## src/hw/rtl/lpl_pkg.sv

```systemverilog
// ----------------------------------------------------------------------------
// lpl_pkg
// Shared types, constants and helpers of the lookahead peak limiter.
// ----------------------------------------------------------------------------
package lpl_pkg;

    localparam int MAX_DELAY_FRAMES_DEF = 1024;
    localparam int MAX_CHANNELS_DEF     = 8;
    localparam int CHUNK_SLOTS_DEF      = 16;

    localparam int CHUNK_LOOK = 10;

    localparam logic [23:0] GAIN_ONE = 24'h800000;
    localparam logic [23:0] GAIN_MAX = 24'hFFFFFF;

    localparam int NUM_W = 52;
    localparam int DEN_W = 24;

    // The smoothing sum is divided by ten through a reciprocal, which is exact
    // for sums below 2^30.
    localparam int          SMOOTH_SHIFT = 31;
    localparam logic [27:0] SMOOTH_RECIP = 28'd214748365;

    localparam logic [1:0] CFG_CHANNEL_COUNT  = 2'd0;
    localparam logic [1:0] CFG_DELAY_FRAMES   = 2'd1;
    localparam logic [1:0] CFG_RELEASE_FRAMES = 2'd2;

    typedef struct packed {
        logic signed [23:0] sample;
        logic               frame_end;
    } sample_t;

    typedef struct packed {
        logic signed [23:0] out_sample;
        logic               out_frame_end;
    } result_t;

    typedef enum logic [3:0] {
        OP_NONE,
        OP_CLR,
        OP_LATCH,
        OP_CPOS_INC,
        OP_REL_START,
        OP_REL_DONE,
        OP_LIM_START,
        OP_CAND_START,
        OP_CAND_DONE,
        OP_NEXT_J,
        OP_SLOPE_DONE,
        OP_GAIN_STEP,
        OP_SMOOTH_DONE,
        OP_RD,
        OP_MUL,
        OP_OUT
    } op_t;

    typedef struct packed {
        op_t op;
    } cmd_t;

    typedef struct packed {
        logic div_busy;
        logic boundary;
        logic first;
        logic peak_zero;
        logic j_last;
        logic out_free;
        logic clr_last;
    } status_t;

    // Division by ten through a reciprocal; exact for values up to 40960.
    function automatic logic [15:0] div10(input logic [15:0] a);
        logic [31:0] p;
        p = 32'(a) * 32'd52429;
        return 16'(p >> 19);
    endfunction

endpackage

```

## src/hw/rtl/lpl_ctrl.sv

```systemverilog
// ----------------------------------------------------------------------------
// lpl_ctrl
// Sequencer of the limiter: clearing pass, frame start, slope search and
// per-sample delay, gain and output steps.
// ----------------------------------------------------------------------------
module lpl_ctrl (
    input  logic             clk,
    input  logic             rst_n,
    input  logic             sample_valid,
    output logic             sample_stall,
    input  lpl_pkg::status_t status,
    output lpl_pkg::cmd_t    cmd
);

    typedef enum logic [3:0] {
        S_CLR,
        S_IDLE,
        S_DECIDE,
        S_REL_WAIT,
        S_J_CHECK,
        S_LIM_WAIT,
        S_CAND_WAIT,
        S_NEXT_J,
        S_SLOPE_FIN,
        S_GAIN_STEP,
        S_SMOOTH_WAIT,
        S_RD,
        S_MUL,
        S_OUT
    } state_t;

    state_t state_reg;
    state_t state_next;

    always_comb
    begin
        state_next = state_reg;
        cmd.op     = lpl_pkg::OP_NONE;
        case (state_reg)
            S_CLR:
            begin
                cmd.op = lpl_pkg::OP_CLR;
                if (status.clr_last)
                begin
                    state_next = S_IDLE;
                end
            end
            S_IDLE:
            begin
                if (sample_valid)
                begin
                    cmd.op     = lpl_pkg::OP_LATCH;
                    state_next = S_DECIDE;
                end
            end
            S_DECIDE:
            begin
                if (!status.first)
                begin
                    state_next = S_RD;
                end
                else if (status.boundary)
                begin
                    cmd.op     = lpl_pkg::OP_REL_START;
                    state_next = S_REL_WAIT;
                end
                else
                begin
                    cmd.op     = lpl_pkg::OP_CPOS_INC;
                    state_next = S_GAIN_STEP;
                end
            end
            S_REL_WAIT:
            begin
                if (!status.div_busy)
                begin
                    cmd.op     = lpl_pkg::OP_REL_DONE;
                    state_next = S_J_CHECK;
                end
            end
            S_J_CHECK:
            begin
                if (status.peak_zero)
                begin
                    state_next = S_NEXT_J;
                end
                else
                begin
                    cmd.op     = lpl_pkg::OP_LIM_START;
                    state_next = S_LIM_WAIT;
                end
            end
            S_LIM_WAIT:
            begin
                if (!status.div_busy)
                begin
                    cmd.op     = lpl_pkg::OP_CAND_START;
                    state_next = S_CAND_WAIT;
                end
            end
            S_CAND_WAIT:
            begin
                if (!status.div_busy)
                begin
                    cmd.op     = lpl_pkg::OP_CAND_DONE;
                    state_next = S_NEXT_J;
                end
            end
            S_NEXT_J:
            begin
                if (status.j_last)
                begin
                    state_next = S_SLOPE_FIN;
                end
                else
                begin
                    cmd.op     = lpl_pkg::OP_NEXT_J;
                    state_next = S_J_CHECK;
                end
            end
            S_SLOPE_FIN:
            begin
                cmd.op     = lpl_pkg::OP_SLOPE_DONE;
                state_next = S_GAIN_STEP;
            end
            S_GAIN_STEP:
            begin
                cmd.op     = lpl_pkg::OP_GAIN_STEP;
                state_next = S_SMOOTH_WAIT;
            end
            S_SMOOTH_WAIT:
            begin
                cmd.op     = lpl_pkg::OP_SMOOTH_DONE;
                state_next = S_RD;
            end
            S_RD:
            begin
                cmd.op     = lpl_pkg::OP_RD;
                state_next = S_MUL;
            end
            S_MUL:
            begin
                cmd.op     = lpl_pkg::OP_MUL;
                state_next = S_OUT;
            end
            S_OUT:
            begin
                if (status.out_free)
                begin
                    cmd.op     = lpl_pkg::OP_OUT;
                    state_next = S_IDLE;
                end
            end
            default:
            begin
                state_next = S_IDLE;
            end
        endcase
    end

    always_ff @(posedge clk or negedge rst_n)
    begin
        if (!rst_n)
        begin
            state_reg <= S_CLR;
        end
        else
        begin
            state_reg <= state_next;
        end
    end

    assign sample_stall = (state_reg != S_IDLE);

endmodule

```

## config.mk

```make
export PLATFORM = sky130hd
export DESIGN_NAME = lpl_ctrl
export DESIGN_NICKNAME = d
export VERILOG_FILES = /design/src/hw/rtl/lpl_pkg.sv /design/src/hw/rtl/lpl_ctrl.sv
export SDC_FILE = /design/constraint.sdc
export NUM_CORES = 1
export LEC_CHECK = 0
export BUFFER_PORTS_ARGS = -buffer_cell sky130_fd_sc_hd__buf_2
export CAP_MARGIN = 15
export CORE_AREA = 2 2 39 41
export CTS_CLUSTER_SIZE = 20
export DETAILED_ROUTE_END_ITERATION = 8
export DIE_AREA = 0 0 41 43
export PLACE_DENSITY_LB_ADDON = 0.12
export SLEW_MARGIN = 10
export SYNTH_ARGS = -nofsm -noshare
export SYNTH_HDL_FRONTEND = slang
export SYNTH_SLANG_ARGS = --single-unit
```

## constraint.sdc

```tcl
create_clock -name clk -period 2.9 [get_ports clk]
set_clock_uncertainty 0.2 [all_clocks]
set_input_delay 0.145 -clock clk [delete_from_list [all_inputs] [get_ports clk]]
set_output_delay 0.145 -clock clk [all_outputs]
set_load 0.03 [all_outputs]
```

==> results of run 1 <==
-- cell usage in the layout, fill, tap and decap left out, drive strengths merged --
cell type    count
buf             14
nor2            12
nand2            8
a21oi            8
o21ai            8
nor2b            6
dfrtp            4
nand3b           3
a31oi            3
clkbuf           3
o211ai           2
nand3            2
inv              1
o311ai           1
nor3b            1
nand2b           1
a211o            1
a311o            1
mux2             1
or3              1
nor3             1
o21bai           1
and2b            1
a221oi           1
a21o             1
or3b             1
o22ai            1
o21a             1
a211oi           1
dlygate4sd3      1
-- layout make-up --
cell class	instances	area, um^2
well taps	16	20.0
repair buffers	15	80.1
clock buffers	3	22.5
multi-input cells	68	384
flip-flops and latches	4	100
inverters	1	3.75
fillers	150	773
-- routing by layer --
layer	share of wire [%]	track usage, %
met1	48	22.9
met2	47	22.2
met3	5.1	6.28
met4	0	6.00
met5	0	0
-- what timing repair did --
| item | 4_1_cts | 5_1_grt |
|---|---|---|
| gates resized for setup | 0 | 0 |
| endpoints found under the hold margin | 4 | 0 |
| hold buffers | 1 | 0 |
-- power by group through the flow --
stage	Combinational, mW	Clock, mW	Sequential, mW
finish	0.501	0.0674	0.222
global route	0.554	0.0780	0.229
CTS	0.505	0.0716	0.219
detailed placement	0.501	0	0.219
global placement	0.506	0	0.219
floorplan	0.528	0	0.107
-- logic make-up after synthesis --
| logic type | share of synthesized area, % |
|---|---|
| simple gates | 35.2 |
| compound gates | 35.2 |
| mux | 2.13 |
| buf+inv | 8.51 |
| flops | 18.9 |
-- worst max-delay path by stage --
stage	start	end	slack, ns	depth (start not counted)
final	state_reg[3]	cmd[3]	0.67	5
after floorplan	state_reg[2]	cmd[2]	0.97	4
after CTS	state_reg[3]	cmd[3]	0.68	5
after global routing	state_reg[1]	cmd[3]	0.49	5
after global placement	state_reg[3]	cmd[3]	0.95	5
after detailed placement	state_reg[3]	cmd[3]	0.93	5
==> out/qor.txt, run 1 <==
Flop-to-flop setup slack - 1.15 ns
Final ANT Viol Nets - 0
Seq pwr share - 28.1%
Worst-path clk slew - 0.04 ns
Clock power frac - 8.5%
Final Wtd Congestion - 0.757
Crit path buf inv count - 1
CP top delay family - simple AND/OR/NAND/NOR gates
Req. time, crit path - 2.56 ns
Total Wirelength - 1.31 mm
Worst-Margin Slew - 0.632 ns
Root Buffer - clkbuf_4
Result of the run - complete, no violations
Comb power frac - 63.4%
Switching power - 447 uW
Worst r2r src - state_reg[3]
Worst slew margin - 57.9%
Fin. max-slew vios - 0
Worst skew pair latency - 0.23 ns
Max_cap viols - 0
Layout Nets - 103
Power Total - 790 uW
CORE AREA - 1380 um^2
CP endpoint kind - output port
Drt wl/cell - 12.2 um
Peak Freq - 448 MHz
Post-DP Area - 578 um^2
CTS tree - yes
Final core occ - 44.1%
Int Pwr - 343 uW
Max stage delay on crit path - 0.59 ns
Startpoint Class - flip-flop
GRT overflow - 0
Vias in the first global route - 449
Synth warn - 0
Area contributors post-synth - dfrtp_1 19%, nor2_1 8.5%, a21oi_1 7.6%
Place WS - 0.929 ns
Initial DRT Pass Iterations - 4
Max FFs per register - 4
Largest fanout on the critical path - 23
FF-to-FF path depth - 4
RSZ-0062 raised after global routing - no
Cell chain of the critical path - nor2b_1 -> a21oi_1 -> nor2_1 -> or3_1 -> buf_2
Synth Net Count - 90
Postcts setup bufs - 0
Asr flop ratio synth - 100%
Yosys cell types - 30
Final Hold Viols - 0
Vias per cell - 5.81
Cell taking the most area after synthesis - dfrtp_1
Clock Tree Buf Depth - 2
Layout Area Growth over Synthesis - 15.4%
Post-synth EDFFs - 0
DP Cell Count - 103
Initial Util - 38.2%
Critical R2R Capture - state_reg[1]
Post-DP HPWL - 931 um
Fin crit period - 2.23 ns
Sw frac - 56.6%
PD cells - 1290 nW/um^2
Synth Cell Area - 529 um^2
Most instantiated cells after synthesis - 12 x nor2_1, 8 x a21oi_1, 8 x nand2_1
Top cell type's share of synthesized area - 18.9%
Post-synthesis cell count - 80
Die H - 43 um
First-pass GRT wire length - 1.94 mm
# setup viols final - 0
# clock sinks - 4
Setup ws final - 0.668 ns
Leak Pwr - 0.251 nW
Non-filler cells, final - 107
Most common cell in the netlist - nor2_1
Layout cells sized above 1 - 19.8%
H-Tree Depth - 1
Die area - 1760 um^2
Residual DRC - 0
Synth Register Bits - 4
Io pins - 15
Final Cycle Share - 77.0%
Die X - 41 um
Total Routing Usage GR - 16.3%
N_diodes - 0
Setup TNS - 0 ns
Starting DRT DRC Count - 27
Port buffer count - 14
Initial antenna violation count - 0
Inserted Clock Buffers - 3
Post-Layout Inst Area - 611 um^2
Kind of critical path - reg2out
Via count - 622
Sequential area share after synthesis - 18.9%
VDD IR max - 0.615 mV
Hold crit path type - in2async
Primary FF master, synth - dfrtp_1
Largest net degree at the start of global routing - 24
Crit-path slowest cell - dfrtp_1
Hold Slack - 0.0406 ns
Syn Area/Cell - 6.62 um^2
# rows - 14
CP Data Arrival Time - 1.89 ns
No activity file was read; power rests on OpenSTA's default activity.
==> run 2, diff against run 1 <==
==> constraint.sdc (replaced) <==
create_clock -name clk -period 1.8 [get_ports clk]
set_clock_uncertainty 0.2 [all_clocks]
set_input_delay 0.09 -clock clk [delete_from_list [all_inputs] [get_ports clk]]
set_output_delay 0.09 -clock clk [all_outputs]
set_load 0.03 [all_outputs]
==> out/qor.txt, run 2 (same netlist as run 1, synthesis figures left out) <==
VDD IR max - 1.03 mV (+67%)
Multi-input logic area - 419 um^2 (+9.1%)
M1 WL - 759 um (+20%)
Most frequent cells in the layout - 17 x buf_4, 11 x nor2_1, 10 x buf_2, 8 x nand2_1, 8 x a21oi_1
Root Buffer - clkbuf_4
Place WS - 0.0909 ns (-0.838 ns)
Io pins - 15 (unchanged)
Post-DP HPWL - 1.16 mm (+25%)
Fill cell count - 132 (-12%)
Leak Pwr - 0.359 nW (+43%)
N_diodes - 0 (unchanged)
DP Cell Count - 113 (+9.7%)
Worst skew pair latency - 0.23 ns (about the same)
Routed wl met3 - 117 um (+75%)
Fin. max-slew vios - 0 (unchanged)
Max FFs per register - 4 (unchanged)
Max_cap viols - 0 (unchanged)
Vias in the first global route - 639 (+42%)
Sw frac - 49.0% (-7.6 points)
Layout cells sized above 1 - 41.3% (+22 points)
Comb power frac - 80.7% (+17 points)
Initial antenna violation count - 0 (unchanged)
Residual DRC - 0 (unchanged)
Startpoint Class - flip-flop
CP Data Arrival Time - 1.62 ns (-0.27 ns)
# rows - 14 (unchanged)
DR top layer - met4
Worst-Margin Slew - 0.278 ns (-0.354 ns)
PD cells - 2210 nW/um^2 (+70%)
RSZ-0062 raised after global routing - yes
Result of the run - finished, violations left
Final Cycle Share - 106%
Die X - 41 um (unchanged)
CORE AREA - 1380 um^2 (unchanged)
Largest net degree at the start of global routing - 17 (-29%)
Flop-to-flop setup slack - 0.14 ns (-1.01 ns)
Reg area - 105 um^2 (+5.0%)
# setup viols final - 2 (+2)
Die H - 43 um (unchanged)
GRT overflow - 0 (unchanged)
Critical R2R Capture - state_reg[1]
Req. time, crit path - 1.51 ns (-1.05 ns)
Violations in the final reports - setup timing
Kind of critical path - reg2out
Total Routing Usage GR - 22.6% (+6.3 points)
Initial Util - 38.2% (unchanged)
Largest fanout on the critical path - 7 (-70%)
Crit. Startpoint - state_reg[1]
Post-DP Area - 661 um^2 (+14%)
Total Wirelength - 1.82 mm (+39%)
H-Tree Depth - 1 (unchanged)
Hold crit path type - in2reg
Worst slew margin - 81.4% (+23 points)
Post-Layout Inst Area - 813 um^2 (+33%)
Clock power frac - 5.8% (-2.7 points)
FF-to-FF path depth - 5 (+1)
Drt wl/cell - 14.5 um (+19%)
Inserted Clock Buffers - 3 (unchanged)
Crit path to - cmd[0]
Layout Area Growth over Synthesis - 53.7%
Worst r2r src - state_reg[3]
Non-filler cells, final - 125 (+17%)
Port buffer count - 14 (unchanged)
Layout Nets - 121 (+17%)
Int Pwr - 914 uW (+170%)
Peak Freq - 525 MHz
CTS tree - yes
Initial DRT Pass Iterations - 4 (unchanged)
Fin crit period - 1.91 ns
Worst-path clk slew - 0.03 ns (about the same)
Setup ws final - -0.106 ns (-0.774 ns)
Final Wtd Congestion - 0.860 (+14%)
Vias per cell - 5.80 (-0.23%)
Seq pwr share - 13.5% (-15 points)
CP endpoint kind - output port
# clock sinks - 4 (unchanged)
WL met2 - 866 um (+42%)
Die area - 1760 um^2 (unchanged)
Starting DRT DRC Count - 21 (-22%)
First-pass GRT wire length - 2.74 mm (+41%)
Commonest non-fill, non-tap cell in the layout - buf_4
Clock Tree Buf Depth - 2 (unchanged)
Switching power - 879 uW (+97%)
Final ANT Viol Nets - 0 (unchanged)
Final Hold Viols - 0 (unchanged)
Via count - 725 (+17%)
==> run 2: changes by cell type in the layout (fill, tap and decap cells not counted), sizes merged <==
cell	before	now
buf	14	31
dlygate4sd3	1	2
==> run 2: power by group through the flow <==
stage | clock network, mW | registers (mW) | logic (mW)
after floorplan | 0 | 0.172 | 0.867
after global routing | 0.122 | 0.245 | 1.56
final | 0.105 | 0.242 | 1.45
after global placement | 0 | 0.243 | 1.14
after detailed placement | 0 | 0.242 | 1.12
after CTS | 0.112 | 0.238 | 1.31
==> run 2: worst min-delay path by stage <==
stage	from	endpoint	slack (ns)	cells past startpoint
final	status[2]	state_reg[2]	0.05	4
after global routing	status[2]	state_reg[2]	0.11	4
after CTS	status[2]	state_reg[2]	0.04	4
after detailed placement	rst_n	state_reg[3]	-0.30	1
after global placement	rst_n	state_reg[3]	-0.30	1
after floorplan	rst_n	state_reg[0]	-0.41	0
==> run 2: area by class of cell <==
| type | instances | area share (%) |
|---|---|---|
| Multi-Input combinational cell | 68 | 51.5 |
| Clock buffer | 3 | 2.77 |
| Timing Repair Buffer | 33 | 29.8 |
| Inverter | 1 | 0.462 |
| Tap cell | 16 | 2.46 |
| Sequential cell | 4 | 12.9 |
==> run 2: routing by layer <==
layer	track usage, %	vias up
li1	-	352
met4	14.7	0
met5	0	-
met3	3.14	14
met2	34.4	44
met1	28.1	315
==> run 2: worst max-delay path: stages, from the launching register on <==
cell	delay [ns]
dfrtp_2	0.44
buf_6	0.15
nor2b_4	0.11
o21ai_1	0.13
a21oi_1	0.11
a311o_1	0.30
buf_6	0.15
==> run 2: through the flow <==
stage / total power [mW] / utilization, % / setup TNS (ns) / hold slack, ns
floorplan: 1.04 / - / 0 / -0.406
global placement: 1.38 / 47.7 / 0 / -0.304
detailed placement: 1.36 / 47.7 / 0 / -0.302
CTS: 1.66 / 55.3 / -0.138 / 0.0422
global route: 1.92 / 58.8 / -0.328 / 0.107
finish: 1.79 / 58.8 / -0.176 / 0.0463
==> run 2: repair_timing <==
action                                 CTS  global route
setup endpoints to repair                4             4
resized for setup                       12             9
pin swaps                                2             0
hold buffers                             2             0
endpoints found under the hold margin    4             0
buffers inserted                         4             3
==> run 3, diff against run 2 <==
--- a/config.mk
+++ b/config.mk
@@ -7,10 +7,11 @@
 export LEC_CHECK = 0
 export BUFFER_PORTS_ARGS = -buffer_cell sky130_fd_sc_hd__buf_2
 export CAP_MARGIN = 15
-export CORE_AREA = 2 2 39 41
+export CORE_ASPECT_RATIO = 0.75
+export CORE_MARGIN = 1.5
+export CORE_UTILIZATION = 25
 export CTS_CLUSTER_SIZE = 20
 export DETAILED_ROUTE_END_ITERATION = 8
-export DIE_AREA = 0 0 41 43
 export PLACE_DENSITY_LB_ADDON = 0.12
 export SLEW_MARGIN = 10
 export SYNTH_ARGS = -nofsm -noshare
==> out/qor.txt, run 3 (same netlist as run 1, synthesis figures left out) <==
CP endpoint kind - output port
CP Data Arrival Time - 1.53 ns (-0.09 ns)
Clock Tree Buf Depth - 2 (unchanged)
Setup TNS - -0.0465 ns (+0.129 ns)
# clock sinks - 4 (unchanged)
Root Buffer - clkbuf_4
Initial DRT Pass Iterations - 4 (unchanged)
Max FFs per register - 4 (unchanged)
Commonest non-fill, non-tap cell in the layout - buf_4
Post-Layout Inst Area - 811 um^2 (-0.31%)
Total Wirelength - 1.64 mm (-9.5%)
CTS tree - yes
Kind of critical path - reg2out
First-pass GRT wire length - 2.80 mm (+2.3%)
Layout Nets - 119 (-1.7%)
Result of the run - finished, violations left
Worst skew pair latency - 0.24 ns (about the same)
Die X - 56.1 um (+37%)
Fin crit period - 1.82 ns (-0.0824 ns)
RSZ-0062 raised after global routing - yes
Fin. max-slew vios - 0 (unchanged)
Post-DP Area - 663 um^2 (+0.38%)
Power Total - 1.75 mW (-2.2%)
Layout Area Growth over Synthesis - 53.2%
Vias per cell - 5.07 (-13%)
Req. time, crit path - 1.51 ns (about the same)
Violations in the final reports - setup timing
Max_cap viols - 0 (unchanged)
Leak Pwr - 0.346 nW (-3.6%)
Final Hold Viols - 0 (unchanged)
Worst-Margin Slew - 0.246 ns (-0.0316 ns)
Starting DRT DRC Count - 15 (-29%)
Layout cells sized above 1 - 41.1% (-0.16 points)
Non-filler cells, final - 131 (+4.8%)
Die H - 42.8 um (-0.36%)
Peak Freq - 548 MHz (+4.5%)
N_diodes - 0 (unchanged)
Io pins - 15 (unchanged)
VDD IR max - 0.980 mV (-4.6%)
Setup ws final - -0.0238 ns (+0.0824 ns)
Total Routing Usage GR - 14.6% (-8.0 points)
# setup viols final - 2 (unchanged)
Worst-path clk slew - 0.04 ns (about the same)
Final Cycle Share - 101% (-4.6 points)
Hold crit path type - in2reg
Final Wtd Congestion - 0.789 (-8.2%)
Fill cell count - 222 (+68%)
Die area - 2400 um^2 (+36%)
Final ANT Viol Nets - 0 (unchanged)
Place WS - 0.149 ns (+0.0578 ns)
H-Tree Depth - 1 (unchanged)
# rows - 14 (unchanged)
Startpoint Class - flip-flop
GRT overflow - 0 (unchanged)
DP Cell Count - 120 (+6.2%)
Most frequent cells in the layout - 16 x buf_4, 10 x nor2_1, 10 x buf_2, 8 x nand2_1, 6 x a21oi_1
Initial Util - 26.5% (-12 points)
PD cells - 2160 nW/um^2 (-1.9%)
Largest net degree at the start of global routing - 13 (-4)
Worst slew margin - 83.6% (+2.2 points)
Residual DRC - 0 (unchanged)
CORE AREA - 2000 um^2 (+44%)
Port buffer count - 14 (unchanged)
Post-DP HPWL - 1.19 mm (+3.0%)
Initial antenna violation count - 0 (unchanged)
Via count - 664 (-8.4%)
Drt wl/cell - 12.5 um (-14%)
Inserted Clock Buffers - 3 (unchanged)
Vias in the first global route - 643 (+0.63%)
Largest fanout on the critical path - 6 (-1)
run 3: changes by cell type in the layout (fill, tap and decap cells not counted), sizes merged:
cell / change
buf: -2
run 3: what timing repair did:
item                       in CTS  in global routing
gates resized for setup        14                  7
setup endpoints to repair       4                  5
hold buffers                    2                  0
buffers inserted                4                  2
pin swaps                       2                  1
hold endpoints to repair        4                  0
gates cloned                    0                  0
run 3: final cells by class:
type	instances	area, um^2	share of cell area (%)
Multi-Input combinational cell	68	427	52.6
Timing Repair Buffer	31	224	27.6
Sequential cell	4	104	12.8
Tap cell	24	30.0	3.70
Clock buffer	3	22.5	2.78
Inverter	1	3.75	0.463
run 3: path summary, 6_finish.rpt:
path	start	slack, ns	cells past startpoint	end
max in group asynchronous	rst_n	0.67	3	state_reg[0]
min reg2reg	state_reg[0]	0.46	2	state_reg[3]
max reg2reg	state_reg[1]	0.10	6	state_reg[3]
min in group asynchronous	rst_n	0.55	3	state_reg[1]
min	status[1]	0.04	4	state_reg[2]
max	state_reg[3]	-0.02	5	cmd[0]
run 3: metal layers:
metal  global-route usage (%)  part of all wire (%)
met3                     4.27                   4.1
met2                     23.3                    44
met5                        0                     0
met1                     19.6                    51
met4                     2.86                     0
run 3: critical path: stages, from the launching register on:
cell,delay [ns]
dfrtp_2,0.43
buf_4,0.17
a211o_1,0.27
a21oi_2,0.13
a311o_1,0.16
buf_6,0.14
run 3: power breakdown:
group	switching (mW)	total, mW	internal, mW
Sequential	0.0655	0.212	0.147
Combinational	0.757	1.43	0.675
Clock	0.0356	0.110	0.0745
Total	0.858	1.75	0.896
run 3: per-stage QoR:
step | utilization [%] | hold WS (ns)
after floorplan | - | -0.406
after global placement | 33.2 | -0.301
after detailed placement | 33.2 | -0.300
after CTS | 38.7 | 0.0339
after global routing | 40.6 | 0.0533
final | 40.6 | 0.0409
